`config.mk`:
```
export PLATFORM = sky130hd
export DESIGN_NAME = backslash_escape_decoder
export DESIGN_NICKNAME = d
export VERILOG_FILES = /design/src/sv/bed_pkg.sv /design/src/sv/backslash_escape_decoder.sv /design/src/sv/bed_in_reg.sv /design/src/sv/bed_decoder.sv /design/src/sv/bed_out_buf.sv
export SDC_FILE = /design/constraint.sdc
export NUM_CORES = 1
export LEC_CHECK = 0
export BUFFER_PORTS_ARGS = -buffer_cell sky130_fd_sc_hd__clkbuf_2
export CORE_MARGIN = 4
export CORE_UTILIZATION = 40
export CTS_BUF_LIST = sky130_fd_sc_hd__clkbuf_4 sky130_fd_sc_hd__clkbuf_8 sky130_fd_sc_hd__clkbuf_16
export DETAILED_ROUTE_END_ITERATION = 8
export SYNTH_ARGS = -nofsm -noshare
export SYNTH_HDL_FRONTEND = slang
export SYNTH_SLANG_ARGS = --single-unit
```
`constraint.sdc`:
```
create_clock -name clk -period 2.9 [get_ports clk]
set_clock_uncertainty 0.05 [all_clocks]
set_input_delay 0.58 -clock clk [delete_from_list [all_inputs] [get_ports clk]]
set_output_delay 0.58 -clock clk [all_outputs]
set_load 0.01 [all_outputs]
```
`src/sv/bed_pkg.sv`:
```
`default_nettype none

package bed_pkg;

  typedef enum logic [1:0] {
    MODE_TEXT   = 2'd0,
    MODE_ESCAPE = 2'd1,
    MODE_HEX    = 2'd2,
    MODE_SKIP   = 2'd3
  } mode_t;

  localparam logic [7:0] BACKSLASH = 8'h5C;
  localparam logic [7:0] LETTER_U  = 8'h75;
  localparam logic [4:0] HEX_NONE  = 5'd16;
  localparam logic [7:0] HEX_ALPHA = 8'd10;

  typedef struct packed {
    logic [15:0] code_unit;
    logic        is_end;
    logic        aborted;
    logic        last_of_item;
  } result_t;

  typedef struct packed {
    result_t    r0;
    result_t    r1;
    logic [1:0] count;
  } decode_t;

  function automatic logic is_simple_escape(input logic [7:0] c);
    return c == 8'h22 || c == 8'h2F || c == BACKSLASH || c == 8'h62 ||
           c == 8'h66 || c == 8'h6E || c == 8'h72 || c == 8'h74;
  endfunction

  function automatic logic [4:0] hex_value(input logic [7:0] c);
    logic [7:0] v;
    v = 8'd0;
    if (c >= 8'h30 && c <= 8'h39) begin
      v = c - 8'h30;
    end else if (c >= 8'h61 && c <= 8'h66) begin
      v = c - 8'h61 + HEX_ALPHA;
    end else if (c >= 8'h41 && c <= 8'h46) begin
      v = c - 8'h41 + HEX_ALPHA;
    end else begin
      return HEX_NONE;
    end
    return {1'b0, v[3:0]};
  endfunction

endpackage

`default_nettype wire

```
`src/sv/backslash_escape_decoder.sv`:
```
// an input byte is held in the input register, and its decoded results are registered in the output buffer
// throughput: one byte per cycle while out_stall is low; a byte that yields two results holds input until slot b drains
// the rate is set by the two-slot output buffer, which must have room before a byte decodes
// reset: synchronous active-high rst empties the input register and both output slots and returns to normal text mode
`default_nettype none

module backslash_escape_decoder (
  input  wire logic        clk,
  input  wire logic        rst,
  input  wire logic        in_valid,
  output logic             in_stall,
  input  wire logic [7:0]  char_in,
  output logic             out_valid,
  input  wire logic        out_stall,
  output logic [15:0]      code_unit,
  output logic             is_end,
  output logic             aborted,
  output logic             last_of_item
);

  logic             r_full;
  logic [7:0]       r_char;
  logic             room;
  logic             fire;
  bed_pkg::decode_t dec;
  bed_pkg::result_t res;

  assign fire = r_full && room;

  bed_in_reg u_in (
    .clk      (clk),
    .rst      (rst),
    .in_valid (in_valid),
    .in_stall (in_stall),
    .char_in  (char_in),
    .take     (fire),
    .full     (r_full),
    .char_r   (r_char)
  );

  bed_decoder u_dec (
    .clk  (clk),
    .rst  (rst),
    .fire (fire),
    .c    (r_char),
    .dec  (dec)
  );

  bed_out_buf u_out (
    .clk       (clk),
    .rst       (rst),
    .push      (fire),
    .dec       (dec),
    .room      (room),
    .out_valid (out_valid),
    .out_stall (out_stall),
    .res       (res)
  );

  assign code_unit    = res.code_unit;
  assign is_end       = res.is_end;
  assign aborted      = res.aborted;
  assign last_of_item = res.last_of_item;

endmodule

`default_nettype wire

```
`src/sv/bed_in_reg.sv`:
```
`default_nettype none

module bed_in_reg (
  input  wire logic       clk,
  input  wire logic       rst,
  input  wire logic       in_valid,
  output logic            in_stall,
  input  wire logic [7:0] char_in,
  input  wire logic       take,
  output logic            full,
  output logic [7:0]      char_r
);

  logic load;

  assign in_stall = full && !take;
  assign load     = in_valid && !in_stall;

  always_ff @(posedge clk) begin
    if (rst) begin
      full <= 1'b0;
    end else if (load) begin
      full <= 1'b1;
    end else if (take) begin
      full <= 1'b0;
    end
  end

  always_ff @(posedge clk) begin
    if (load) begin
      char_r <= char_in;
    end
  end

endmodule

`default_nettype wire

```
`src/sv/bed_decoder.sv`:
```
`default_nettype none

module bed_decoder (
  input  wire logic       clk,
  input  wire logic       rst,
  input  wire logic       fire,
  input  wire logic [7:0] c,
  output bed_pkg::decode_t dec
);

  bed_pkg::mode_t mode, mode_next;
  logic [1:0]  hex_seen, hex_seen_next;
  logic [15:0] acc, acc_next;
  logic [4:0]  d;

  assign d = bed_pkg::hex_value(c);

  always_comb begin
    mode_next     = mode;
    hex_seen_next = hex_seen;
    acc_next      = acc;
    unique case (mode)
      bed_pkg::MODE_TEXT: begin
        mode_next = (c == bed_pkg::BACKSLASH) ? bed_pkg::MODE_ESCAPE : bed_pkg::MODE_TEXT;
      end
      bed_pkg::MODE_ESCAPE: begin
        if (c == bed_pkg::LETTER_U) begin
          mode_next     = bed_pkg::MODE_HEX;
          hex_seen_next = 2'd0;
          acc_next      = 16'd0;
        end else if (bed_pkg::is_simple_escape(c)) begin
          mode_next = bed_pkg::MODE_TEXT;
        end else begin
          mode_next = (c == bed_pkg::BACKSLASH) ? bed_pkg::MODE_ESCAPE : bed_pkg::MODE_TEXT;
        end
      end
      bed_pkg::MODE_HEX: begin
        if (d != bed_pkg::HEX_NONE) begin
          acc_next = {acc[11:0], d[3:0]};
          if (hex_seen == 2'd3) begin
            mode_next     = bed_pkg::MODE_TEXT;
            hex_seen_next = 2'd0;
          end else begin
            hex_seen_next = hex_seen + 2'd1;
          end
        end else if (c == 8'd0) begin
          mode_next     = bed_pkg::MODE_TEXT;
          hex_seen_next = 2'd0;
        end else begin
          mode_next     = bed_pkg::MODE_SKIP;
          hex_seen_next = 2'd0;
        end
      end
      bed_pkg::MODE_SKIP: begin
        if (c == 8'd0) begin
          mode_next = bed_pkg::MODE_TEXT;
        end
      end
      default: begin
        mode_next = bed_pkg::MODE_TEXT;
      end
    endcase
  end

  always_comb begin
    dec = '0;
    unique case (mode)
      bed_pkg::MODE_TEXT: begin
        if (c == 8'd0) begin
          dec.r0    = '{code_unit: 16'd0, is_end: 1'b1, aborted: 1'b0, last_of_item: 1'b1};
          dec.count = 2'd1;
        end else if (c != bed_pkg::BACKSLASH) begin
          dec.r0    = '{code_unit: {8'd0, c}, is_end: 1'b0, aborted: 1'b0, last_of_item: 1'b1};
          dec.count = 2'd1;
        end
      end
      bed_pkg::MODE_ESCAPE: begin
        if (c == bed_pkg::LETTER_U) begin
          dec.count = 2'd0;
        end else if (bed_pkg::is_simple_escape(c)) begin
          dec.r0    = '{code_unit: {8'd0, c}, is_end: 1'b0, aborted: 1'b0, last_of_item: 1'b1};
          dec.count = 2'd1;
        end else if (c == bed_pkg::BACKSLASH) begin
          dec.r0    = '{code_unit: {8'd0, bed_pkg::BACKSLASH}, is_end: 1'b0,
                        aborted: 1'b0, last_of_item: 1'b1};
          dec.count = 2'd1;
        end else begin
          dec.r0    = '{code_unit: {8'd0, bed_pkg::BACKSLASH}, is_end: 1'b0,
                        aborted: 1'b0, last_of_item: 1'b0};
          dec.r1    = '{code_unit: (c == 8'd0) ? 16'd0 : {8'd0, c}, is_end: (c == 8'd0),
                        aborted: 1'b0, last_of_item: 1'b1};
          dec.count = 2'd2;
        end
      end
      bed_pkg::MODE_HEX: begin
        if (d != bed_pkg::HEX_NONE) begin
          if (hex_seen == 2'd3) begin
            dec.r0    = '{code_unit: {acc[11:0], d[3:0]}, is_end: 1'b0, aborted: 1'b0,
                          last_of_item: 1'b1};
            dec.count = 2'd1;
          end
        end else if (c == 8'd0) begin
          dec.r0    = '{code_unit: 16'd0, is_end: 1'b1, aborted: 1'b1, last_of_item: 1'b1};
          dec.count = 2'd1;
        end
      end
      bed_pkg::MODE_SKIP: begin
        if (c == 8'd0) begin
          dec.r0    = '{code_unit: 16'd0, is_end: 1'b1, aborted: 1'b1, last_of_item: 1'b1};
          dec.count = 2'd1;
        end
      end
      default: begin
        dec = '0;
      end
    endcase
  end

  always_ff @(posedge clk) begin
    if (rst) begin
      mode     <= bed_pkg::MODE_TEXT;
      hex_seen <= 2'd0;
      acc      <= 16'd0;
    end else if (fire) begin
      mode     <= mode_next;
      hex_seen <= hex_seen_next;
      acc      <= acc_next;
    end
  end

`ifndef NO_ASSERTIONS
  a_hex_count_idle: assert property (@(posedge clk) disable iff (rst)
    (mode != bed_pkg::MODE_HEX) |-> (hex_seen == 2'd0))
    else $error("hex digit count left over outside hex mode");
  a_pair_from_escape: assert property (@(posedge clk) disable iff (rst)
    (fire && dec.count == 2'd2) |-> (mode == bed_pkg::MODE_ESCAPE))
    else $error("two results outside escape mode");
  a_abort_on_end: assert property (@(posedge clk) disable iff (rst)
    (fire && dec.count != 2'd0 && dec.r0.aborted) |-> (dec.r0.is_end && dec.count == 2'd1))
    else $error("aborted flag on a non-end result");
`endif

endmodule

`default_nettype wire

```
`src/sv/bed_out_buf.sv`:
```
`default_nettype none

module bed_out_buf (
  input  wire logic              clk,
  input  wire logic              rst,
  input  wire logic              push,
  input  wire bed_pkg::decode_t  dec,
  output logic                   room,
  output logic                   out_valid,
  input  wire logic              out_stall,
  output bed_pkg::result_t       res
);

  logic             a_full, b_full;
  bed_pkg::result_t a, b;
  logic             a_leave;
  logic             push_any;

  assign a_leave   = a_full && !out_stall;
  assign room      = !b_full && (!a_full || !out_stall);
  assign push_any  = push && dec.count != 2'd0;
  assign out_valid = a_full;
  assign res       = a;

  always_ff @(posedge clk) begin
    if (rst) begin
      a_full <= 1'b0;
      b_full <= 1'b0;
    end else if (push_any) begin
      a_full <= 1'b1;
      b_full <= (dec.count == 2'd2);
    end else if (a_leave) begin
      a_full <= b_full;
      b_full <= 1'b0;
    end
  end

  always_ff @(posedge clk) begin
    if (push_any) begin
      a <= dec.r0;
      b <= dec.r1;
    end else if (a_leave && b_full) begin
      a <= b;
    end
  end

`ifndef NO_ASSERTIONS
  a_b_behind_a: assert property (@(posedge clk) disable iff (rst)
    b_full |-> a_full)
    else $error("second slot full with first slot empty");
  a_no_overrun: assert property (@(posedge clk) disable iff (rst)
    push_any |-> (!b_full && (!a_full || !out_stall)))
    else $error("push into a full buffer");
  a_hold_stalled: assert property (@(posedge clk) disable iff (rst)
    (a_full && out_stall) |=> a_full)
    else $error("stalled result dropped");
`endif

endmodule

`default_nettype wire
```
# After elaboration in Yosys (flattened, before gate mapping)
# Index checks and enable logic that the tools add are counted.
dict set report word_totals {
  register_bits 65
  in_bits 12
  output_inout_bits 21
  elab_cells 139
}
dict set report op_classes {
  add_sub_neg 6
  n_lt_le_gt_ge 6
  n_eq_ne 20
  muxes 54
  n_bitwise 1
  n_reduce_logical 36
}
# cell n
set op_table {}
lappend op_table {{$mux 19} 7}
lappend op_table {{$pmux 19 s4} 1}
lappend op_table {{$eq 8x7->1 const B} 7}
lappend op_table {{$mux 38} 1}
lappend op_table {{$mux 2} 14}
lappend op_table {{$mux 12} 2}
lappend op_table {{$pmux 12 s2} 1}
lappend op_table {{$mux 11} 2}
lappend op_table {{$mux 5} 4}
lappend op_table {{$eq 8x6->1 const B} 2}
lappend op_table {{$ge 8x7->1 const B} 2}
lappend op_table {{$le 8x7->1 const B} 2}
lappend op_table {{$pmux 2 s4} 2}
lappend op_table {{$mux 1} 14}
lappend op_table {{$mux 4} 3}
lappend op_table {{$sub 4x1->4 const B} 3}
lappend op_table {{$logic_and 1x1->1} 10}
lappend op_table {{$reduce_bool 2->1} 5}
lappend op_table {{$add 4x4->4 const B} 2}
lappend op_table {{$eq 2x2->1 const B} 4}
lappend op_table {{$ge 8x6->1 const B} 1}
lappend op_table {{$le 8x6->1 const B} 1}
lappend op_table {{$logic_not 8->1} 1}
lappend op_table {{$logic_or 1x1->1} 8}
lappend op_table {{17 further kinds} 24}

# Longest topological paths before layout
# Gate-level depths: netlist (run 1).
dict set report logic_depth {
  ltp_word 14
  ltp_mapped 10
  mapped_depth_nobuf 8
}

# Cells and area by module
# From an unflattened synthesis (run 1), not the netlist that was laid out.
dict set report unflattened {
  cells_unflattened 249
  area_unflattened_um2 3241.9
}
# mod n_inst cells_each area_per_inst_um2 seq_area_each_um2
set modules_own_cells {}
lappend modules_own_cells {bed_out_buf 1 71 1478.9 1181.1}
lappend modules_own_cells {bed_decoder 1 165 1466.4 320.3}
lappend modules_own_cells {bed_in_reg 1 12 290.3 260.2}
lappend modules_own_cells {backslash_escape_decoder 1 1 6.3 0.0}

# Worst setup path before layout (run 1)
# No wires, ideal clock.
dict set report synth_path {
  path_kind {reg-to-reg}
  startpoint {reg u_in.char_r[0]}
  endpoint {reg u_out.a, in the netlist u_out.res[0], enable pin}
  setup_time_ns 0.376
  arrival_ns 2.361
  required_time_ns 2.474
  path_slack_ns 0.113
  path_stages_with_launch 10
  path_buffers 1
  synth_period_minus_slack_ns 2.787
  cell_sequence {edfxtp_1 inv_1 ha_1 o21ba_2 o21ai_0 and3_1 o21ai_1 a41o_1 buf_6 nand2_1}
}
dict set report synth_between {
  elab_chain_cells 14
  elab_cells_between_ends 51
  cone_classes {5 x add/sub; 6 x order compare; 11 x eq/ne; 15 x mux; 14 x reduce/logical}
}
# item line
set synth_rtl {}
lappend synth_rtl {{start: declaration} bed_in_reg.sv:11} ;# output logic [7:0] char_r
lappend synth_rtl {{start signal: assignment} bed_in_reg.sv:31} ;# char_r <= char_in;
lappend synth_rtl {{parallel branches: the longest is 10 deep, another holds $sub 4x1->4} n/a}
lappend synth_rtl {{$pmux 2 s4 *} bed_decoder.sv:67} ;# unique case (mode)
lappend synth_rtl {{$reduce_bool 2->1 *} bed_out_buf.sv:21} ;# assign push_any = push && dec.count != 2'd0;
lappend synth_rtl {{$logic_and 1x1->1 *} bed_out_buf.sv:21}
lappend synth_rtl {{$reduce_bool 2->1 (no line) *} n/a}
lappend synth_rtl {{end signal: assignment} bed_out_buf.sv:40} ;# a <= dec.r0;
lappend synth_rtl {{end: declaration} bed_out_buf.sv:15} ;# bed_pkg::result_t a, b;
# Mark *: on every way between the ends.
# A chain may end at the register's enable or synchronous reset.

# Worst setup path after layout (run 1)
dict set report layout_path {
  startpoint {reg u_in.char_r[0]}
  endpoint {reg u_out.a, in the netlist u_out.res[3], data pin}
}
dict set report layout_between {
  elab_chain_cells 14
  elab_cells_between_ends 58
  cone_classes {5 x add/sub; 6 x order compare; 11 x eq/ne; 23 x mux; 13 x reduce/logical}
}
# item line
set layout_rtl {}
lappend layout_rtl {{parallel branches: the longest is 13 deep, another holds $sub 4x1->4} n/a}
lappend layout_rtl {{$mux 19 *} bed_out_buf.sv:39} ;# if (push_any) begin
# Marked as above.

==> results of run 1 <==
through the flow:
step | TNS, ns | cell area [sq um] | utilization
2_1_floorplan | 0 | 2960 | -
3_3_place_gp | 0 | 3270 | 0.453
3_5_place_dp | -0.0307 | 3270 | 0.453
4_1_cts | 0 | 3370 | 0.468
5_1_grt | 0 | 3390 | 0.469
6_report | 0 | 3390 | 0.469
cell type report:
| class | count | share of cell area |
|---|---|---|
| flip-flops and latches | 56 | 0.441 |
| multi-input cells | 190 | 0.397 |
| repair buffers | 48 | 0.0828 |
| well taps | 99 | 0.0366 |
| clock buffers | 6 | 0.0225 |
| inverters | 13 | 0.0155 |
| clock inverters | 2 | 0.00480 |
sequential cells by signal, indices dropped and copies added (netlist names):
signal,cells
u_out.res,19
u_dec.acc,12
u_out.b,10
u_in.char_r,8
u_dec.hex_seen,2
u_dec.mode,2
u_in.full,1
u_out.b_full,1
u_out.out_valid,1
cells by family (layout without fill, tap and decap cells):
kind of cell / count (synthesis) / in the layout / share of synthesized area
xor gates and xnor gates: 1 / 1 / 0.00296
DFF: 56 / 56 / 0.504
adders and majority gates: 10 / 10 / 0.0423
and+or+nand+nor: 100 / 100 / 0.196
muxes: 11 / 11 / 0.0410
AOI/OAI and AO/OA: 68 / 68 / 0.165
buffers and inverters: 27 / 69 / 0.0482
power groups by stage:
stage	logic, W	registers, W	clock network, W
2_1_floorplan	0.000126	0.000927	0
3_3_place_gp	0.000192	0.000928	0
3_5_place_dp	0.000191	0.000929	0
4_1_cts	0.000193	0.000911	0.000441
5_1_grt	0.000212	0.000914	0.000473
6_report	0.000194	0.000911	0.000431
worst register-to-register path, cell delays in order, from the launching register on:
cell and delay (ns):
edfxtp_1 0.48, inv_1 0.20, ha_1 0.22, or3b_1 0.37
and3_1 0.21, o21ai_2 0.26, a41o_1 0.25, buf_4 0.17
mux2_2 0.34
cell usage after synthesis (all sizes together) (2+ instances only):
| cell type | count |
|---|---|
| nor2 | 30 |
| nand2 | 11 |
| nand2b | 5 |
| nand3b | 4 |
| nor3 | 5 |
| nor4 | 3 |
| edfxtp | 37 |
| a22o | 2 |
| a22oi | 18 |
| ha | 10 |
| and3 | 4 |
| o21ai | 12 |
| nor2b | 2 |
| or3b | 4 |
| buf | 12 |
| a31oi | 3 |
| mux2 | 9 |
| a21oi | 15 |
| o31ai | 3 |
| clkbuf | 2 |
| a221oi | 2 |
| mux2i | 2 |
| and2 | 14 |
| inv | 13 |
| nand3 | 6 |
| or2 | 3 |
| dfxtp | 19 |
layer usage:
layer | global-route usage | wire (um) | up-vias
met5 | 0 | 0 | -
met4 | 0.0566 | 106 | 0
met3 | 0.0240 | 373 | 10
met2 | 0.245 | 3050 | 79
met1 | 0.203 | 2940 | 1013
li1 | - | - | 1095
cells in the final DEF (no fill, tap or decap), types with 3 or more instances in the layout:
| cell type | n |
|---|---|
| edfxtp_1 | 37 |
| o31ai_1 | 3 |
| clkbuf_8 | 5 |
| and3_1 | 4 |
| or3b_1 | 3 |
| a22oi_1 | 18 |
| inv_1 | 12 |
| a31oi_1 | 3 |
| o21ai_0 | 9 |
| mux2_2 | 6 |
| nor3_1 | 5 |
| mux2_1 | 3 |
| nand3_1 | 6 |
| ha_1 | 10 |
| nand2_1 | 11 |
| a21oi_1 | 14 |
| buf_4 | 16 |
| nor2_1 | 28 |
| nor4_1 | 3 |
| nand3b_1 | 4 |
| and2_1 | 14 |
| nand2b_1 | 4 |
| clkbuf_2 | 32 |
| dfxtp_1 | 19 |
timing repair:
action,4_1_cts,5_1_grt
setup endpoints to repair,3,24
resized for setup,1,3
hold endpoints to repair,0,0
cloned,0,0
hold buffers,0,0
path summary, 6_finish.rpt:
path / depth (start not counted) / from / end / slack, ns
worst max-delay path: 8 / u_in.char_r[0]$_DFFE_PP_ / u_out.res[3]$_DFFE_PP_ / 0.12
worst min register to register: 2 / u_dec.acc[9]$_SDFFE_PP0P_ / u_dec.acc[9]$_SDFFE_PP0P_ / 0.45
worst min-delay path: 1 / char_in[3] / u_in.char_r[3]$_DFFE_PP_ / 0.39
worst max register to register: 8 / u_in.char_r[0]$_DFFE_PP_ / u_out.res[3]$_DFFE_PP_ / 0.12
==> impl_metrics.ini, run 1 <==
[status]
status = completed

[worst_hold_path]
hold_path.class = input port to register

[power_and_ir_drop]
p_switching_w = 0.000384
leakage_nw = 1.28
pwr-share-seq = 0.593
power_w = 0.00154
vdd_drop_max_mv = 0.230
comb_power_share = 0.126
intPower_w = 0.00115
pwr-share-clk = 0.281
sw_frac_of_total = 0.250
powerDensity_nw_per_um2 = 454

[grt]
grt_first_pass_wirelength_um = 10300
gr-usage-all-layers = 0.151
grt_pass1_vias = 2017
grt_max_degree = 20
antenna_found_initial = 0
grt_overflow = 0

[timing]
hold_slack_ns = 0.390
final-setup-viol-count = 0
worst_pin_slew_ns = 0.609
final.period_utilization = 0.959
maxSlewHeadroom = 0.593
max_freq_mhz = 360
min_period_ns = 2.78
rsz0062_at_grt = false
hold_viol = 0
drv_slew = 0
setup_ws_ns = 0.120

[setup_path]
required_ns = 2.93
crit_chain = inv_1, ha_1, or3b_1, and3_1, o21ai_2, a41o_1, buf_4, mux2_2
max_stage_delay_ns = 0.48
criticalPathCategory = register to register
cp.arrival_ns = 2.81
start_kind = register
endpoint_kind = register
crit_buf_inv = 2
crit_fanout = 6
critPathTopFamily = simple AND/OR/NAND/NOR gates
crit_slowest_cell = edfxtp_1

[clocking]
cts_max_level = 2
cts_made_buffers = 5
clock-sinks = 56
cts_root_buffer = clkbuf_8
cts_setup_buffers = 0
clock_latency_ns = 0.31
clkTransAtPathRegs_ns = 0.10
cts_tree = done
clockBufferDepth = 2

[floorplan]
core_area_sq_um = 7210
chipHeight_um = 94.0
pin_count = 33
initial_core_util = 0.410
rows = 31
die_w_um = 94.0
die_area_sq_um = 8840

[layout]
areaGrowthSynthToFinish_pct = 14.4
drive_above_1_share = 0.257
multi_input_area_sq_um = 1350
seq_area_sq_um = 1490
num-fill-cells = 686
final_nets = 336
antenna_cells = 0
stdcell_count = 414

[synth]
synth.avg_cell_area_sq_um = 10.8
syn_nets = 295
yosys_register_bits = 56
ys_seq_area_frac = 0.504
synth-async-reset-ratio = 0
syn_inst = 273
yosysTopAreaCellShare = 0.375
synth_largest_area_cell = edfxtp_1
synthFlopType = edfxtp_1
synth.area.top_cells = edfxtp_1 38%, dfxtp_1 13%, a22oi_1 4.6%
synth_edf_count = 37
syn_area_sq_um = 2960
synth.distinct_cells = 61
yosys_warnings = 0

[detailed_routing]
drc = 0
ant_nets = 0
dr_total_vias = 2197
wl_per_cell_um = 15.6
finalWirelength_um = 6470
avgViaCountPerCell = 5.31
drt_first_pass_iters = 4
drt_iter0_drc = 208

[placement]
dp_cells = 406
gp_congestion = 0.877
dp_slack_ns = -0.0303
io_buffers = 32
post-dp-hpwl_um = 4920

[run]
cap_violations = 0
Note: power is estimated with default switching activity, not from simulation.
==> run 2, diff against run 1 <==
CORE_UTILIZATION = 30   (was 40)
==> impl_metrics.ini, run 2 (synthesis results as in run 1) <==
[detailed_routing]
drc = 0
finalWirelength_um = 6750
dr_total_vias = 2178
avgViaCountPerCell = 4.94
drt_iter0_drc = 250
wl_per_cell_um = 15.3
ant_nets = 0
drt_first_pass_iters = 4

[setup_path]
required_ns = 2.93
r2r-start = u_in.char_r[0]$_DFFE_PP_
crit_slowest_cell = edfxtp_1
startpoint = u_in.char_r[0]$_DFFE_PP_
crit_cells = 8
crit_fanout = 13
crit_path_end = u_out.res[5]$_DFFE_PP_
crit_chain = inv_1, ha_1, or3b_1, and3_1, o21ai_2, a41o_1, buf_12, mux2_2
r2r_end = u_out.res[5]$_DFFE_PP_
endpoint_kind = register
start_kind = register
regToRegSetupSlack_ns = 0.12
max_stage_delay_ns = 0.48
critPathTopFamily = simple AND/OR/NAND/NOR gates
r2r.worst_path.cells = 8
criticalPathCategory = register to register
cp.arrival_ns = 2.80
crit_buf_inv = 2

[power_and_ir_drop]
comb_power_share = 0.128
leakage_nw = 1.28
pwr-share-seq = 0.580
vdd_drop_max_mv = 0.210
sw_frac_of_total = 0.265
powerDensity_nw_per_um2 = 459
p_switching_w = 0.000416
intPower_w = 0.00115
power_w = 0.00157
pwr-share-clk = 0.292

[timing]
max_freq_mhz = 360
worst_pin_slew_ns = 0.625
final.period_utilization = 0.958
maxSlewHeadroom = 0.580
min_period_ns = 2.78
tns_ns = 0
drv_slew = 0
final-setup-viol-count = 0
rsz0062_at_grt = true
hold_viol = 0

[placement]
post-dp-hpwl_um = 5040
io_buffers = 32
dp_cells = 433
placed_area_sq_um = 3310
gp_congestion = 0.896

[layout]
num-fill-cells = 945
seq_area_sq_um = 1490
final_area_sq_um = 3410
post-route-util = 0.363
drive_above_1_share = 0.250
areaGrowthSynthToFinish_pct = 15.3
stdcell_count = 441
antenna_cells = 0
multi_input_area_sq_um = 1330
final_nets = 333
largest_register_ffs = 19
final_cell_mix = 37 x edfxtp_1, 32 x clkbuf_2, 28 x nor2_1, 19 x dfxtp_1, 18 x a22oi_1
layout_commonest_cell = edfxtp_1

[run]
cap_violations = 0

[floorplan]
core_area_sq_um = 9420
chipHeight_um = 107
die_w_um = 107
initial_core_util = 0.314
pin_count = 33
rows = 35
die_area_sq_um = 11500

[clocking]
cts_root_buffer = clkbuf_8
cts_tree = done
cts_made_buffers = 5
cts_max_level = 2
cts_setup_buffers = 0
clock-sinks = 56
clkTransAtPathRegs_ns = 0.10
clock_latency_ns = 0.32
clockBufferDepth = 2

[grt]
gr-usage-all-layers = 0.122
grt_first_pass_wirelength_um = 11100
grt_pass1_vias = 2178
antenna_found_initial = 0
grt_overflow = 0
grt_max_degree = 20

[status]
status = completed

[worst_hold_path]
hold_path.class = input port to register
==> run 2: cell count changes in the layout (fill, tap and decap cells not counted), sizes merged <==
cell and change:
clkinv -1, buf -3, clkinvlp -1, inv +3, clkbuf -1
==> run 2: worst min path at each step <==
stage,end,depth (start not counted),slack (ns),start
after floorplan,u_dec.acc[10]$_SDFFE_PP0P_,2,0.41,u_dec.acc[10]$_SDFFE_PP0P_
after detailed placement,u_dec.acc[10]$_SDFFE_PP0P_,2,0.43,u_dec.acc[10]$_SDFFE_PP0P_
after global routing,u_in.char_r[1]$_DFFE_PP_,1,0.37,char_in[1]
final,u_in.char_r[7]$_DFFE_PP_,1,0.38,char_in[7]
after CTS,u_in.char_r[7]$_DFFE_PP_,1,0.38,char_in[7]
after global placement,u_dec.acc[8]$_SDFFE_PP0P_,2,0.42,u_dec.acc[8]$_SDFFE_PP0P_
==> run 2: timing repair <==
action,4_1_cts,5_1_grt
resized for setup,0,4
hold buffers,0,0
setup endpoints to repair,0,27
==> run 2: worst register-to-register path, stage by stage (launching register included) <==
cell and delay [ns]:
edfxtp_1 0.48, inv_1 0.20, ha_1 0.22, or3b_1 0.37, and3_1 0.22, o21ai_2 0.24, a41o_1 0.26, buf_12 0.16
mux2_2 0.34
==> run 2: cell type report <==
type	instances	share of cell area
timing repair buffer	45	0.0828
tap	129	0.0473
inverter	13	0.0154
multi-input combinational	190	0.390
clock inverter	3	0.00696
sequential	56	0.437
clock buffer	5	0.0202
==> run 2: power by group through the flow <==
| stage | Sequential [W] | Clock, W | Combinational [W] |
|---|---|---|---|
| after floorplan | 0.000927 | 0 | 0.000126 |
| after global placement | 0.000926 | 0 | 0.000198 |
| after detailed placement | 0.000927 | 0 | 0.000198 |
| after CTS | 0.000909 | 0.000475 | 0.000199 |
| after global routing | 0.000913 | 0.000507 | 0.000220 |
| final | 0.000909 | 0.000458 | 0.000200 |
==> run 2: per-layer routing <==
| metal | global-route usage | share of wire |
|---|---|---|
| met3 | 0.0300 | 0.057 |
| met2 | 0.191 | 0.45 |
| met5 | 0 | 0 |
| met1 | 0.167 | 0.48 |
| met4 | 0.0320 | 0.014 |
==> run 2: stage by stage <==
| stage | setup slack, ns | hold WS [ns] |
|---|---|---|
| 6_report | 0.123 | 0.384 |
| 3_3_place_gp | 0.135 | 0.423 |
| 3_5_place_dp | 0.0842 | 0.429 |
| 5_1_grt | -0.00124 | 0.366 |
| 2_1_floorplan | 0.113 | 0.407 |
| 4_1_cts | 0.0759 | 0.376 |
==> run 3, diff against run 2 <==
==> constraint.sdc (replaced) <==
create_clock -name clk -period 2.9 [get_ports clk]
set_clock_uncertainty 0.05 [all_clocks]
set_input_delay 0.725 -clock clk [delete_from_list [all_inputs] [get_ports clk]]
set_output_delay 0.725 -clock clk [all_outputs]
set_load 0.01 [all_outputs]
==> impl_metrics.ini, run 3 (synthesis results as in run 1) <==
[status]
status = completed

[setup_path]
start_kind = register
required_ns = 2.93
crit_fanout = 16
regToRegSetupSlack_ns = 0.14
endpoint_kind = register
r2r_end = u_out.res[5]$_DFFE_PP_
criticalPathCategory = register to register
r2r.worst_path.cells = 7
cp.arrival_ns = 2.79
r2r-start = u_in.char_r[3]$_DFFE_PP_

[power_and_ir_drop]
vdd_drop_max_mv = 0.193
leakage_nw = 1.29
powerDensity_nw_per_um2 = 452

[timing]
tns_ns = 0
max_freq_mhz = 363
final.period_utilization = 0.951
setup_ws_ns = 0.142
maxSlewHeadroom = 0.620
hold_viol = 0
final-setup-viol-count = 0
hold_slack_ns = 0.452
min_period_ns = 2.76
drv_slew = 0
rsz0062_at_grt = false
worst_pin_slew_ns = 0.570

[floorplan]
rows = 35
chipHeight_um = 107
die_area_sq_um = 11500
die_w_um = 107
pin_count = 33
core_area_sq_um = 9420
initial_core_util = 0.314

[layout]
final_nets = 335
areaGrowthSynthToFinish_pct = 16.7
post-route-util = 0.367
num-fill-cells = 911
final_area_sq_um = 3450
final_cell_mix = 37 x edfxtp_1, 32 x clkbuf_2, 27 x nor2_1, 19 x dfxtp_1, 18 x a22oi_1
layout_commonest_cell = edfxtp_1
antenna_cells = 0
drive_above_1_share = 0.261
largest_register_ffs = 19

[grt]
antenna_found_initial = 0
grt_first_pass_wirelength_um = 10900
grt_max_degree = 20
gr-usage-all-layers = 0.119
grt_pass1_vias = 2125
grt_overflow = 0

[run]
cap_violations = 0

[detailed_routing]
drt_first_pass_iters = 4
wl_per_cell_um = 15.1
drt_iter0_drc = 194
ant_nets = 0
dr_total_vias = 2195
avgViaCountPerCell = 4.95
drc = 0
finalWirelength_um = 6690

[clocking]
cts_max_level = 2
cts_setup_buffers = 0
cts_root_buffer = clkbuf_8
ctsHoldBuffers = 0
clock_latency_ns = 0.32
cts_resized = 0
clkTransAtPathRegs_ns = 0.11
clockBufferDepth = 2
cts_tree = done
cts_made_buffers = 5
clock-sinks = 56

[placement]
io_buffers = 32
placed_area_sq_um = 3320
dp_slack_ns = 0.0525
post-dp-hpwl_um = 5040
gp_congestion = 0.893

[worst_hold_path]
hold-path-endpoint = u_dec.mode[1]$_SDFFE_PP0P_
min_path_cells = 2
min-delay-start = u_dec.mode[1]$_SDFFE_PP0P_
hold_path.class = register to register
[run 3: per-stage QoR]
stage / power (W) / instances
finish: 0.00156 / 443
global route: 0.00163 / 443
detailed placement: 0.00113 / 435
floorplan: 0.00105 / 273
CTS: 0.00158 / 443
global placement: 0.00112 / 435
[run 3: critical path, stage by stage, from the launching register on]
cell and delay [ns]:
edfxtp_1 0.65, nor4b_1 0.45, nand3_1 0.20, and3_1 0.24
o21ai_1 0.20, a41o_1 0.24, buf_12 0.15, mux2_2 0.34
[run 3: layout make-up]
type	count	area (sq um)	share of cell area
Multi-Input combinational cell	190	1350	0.392
Inverter	13	52.6	0.0152
Clock inverter	3	26.3	0.00761
Sequential cell	56	1490	0.432
Tap cell	129	161	0.0468
Clock buffer	5	68.8	0.0199
Timing Repair Buffer	47	298	0.0863
[run 3: where the power goes]
group	internal (W)	total [W]	switching, W
sequential	0.000886	0.000909	0.0000229
clock	0.000177	0.000449	0.000273
combinational	0.0000887	0.000203	0.000114
[run 3: worst max path at each step]
stage	from	endpoint	slack (ns)	depth (start not counted)
3_3_place_gp	u_in.char_r[0]$_DFFE_PP_	u_out.res[9]$_DFFE_PP_	0.14	8
2_1_floorplan	u_in.char_r[0]$_DFFE_PP_	u_out.res[0]$_DFFE_PP_	0.11	9
5_1_grt	u_in.char_r[0]$_DFFE_PP_	u_out.res[5]$_DFFE_PP_	0.01	9
3_5_place_dp	u_in.char_r[0]$_DFFE_PP_	u_out.res[9]$_DFFE_PP_	0.05	8
6_report	u_in.char_r[3]$_DFFE_PP_	u_out.res[5]$_DFFE_PP_	0.14	7
4_1_cts	u_in.char_r[0]$_DFFE_PP_	u_out.res[9]$_DFFE_PP_	0.05	8
[run 3: metal layers]
layer,GRT usage,up-vias,part of all wire
met1,0.168,1038,0.49
met4,0.0301,0,0.017
met2,0.190,58,0.45
li1,-,1091,-
met3,0.0192,8,0.041
met5,0,-,0
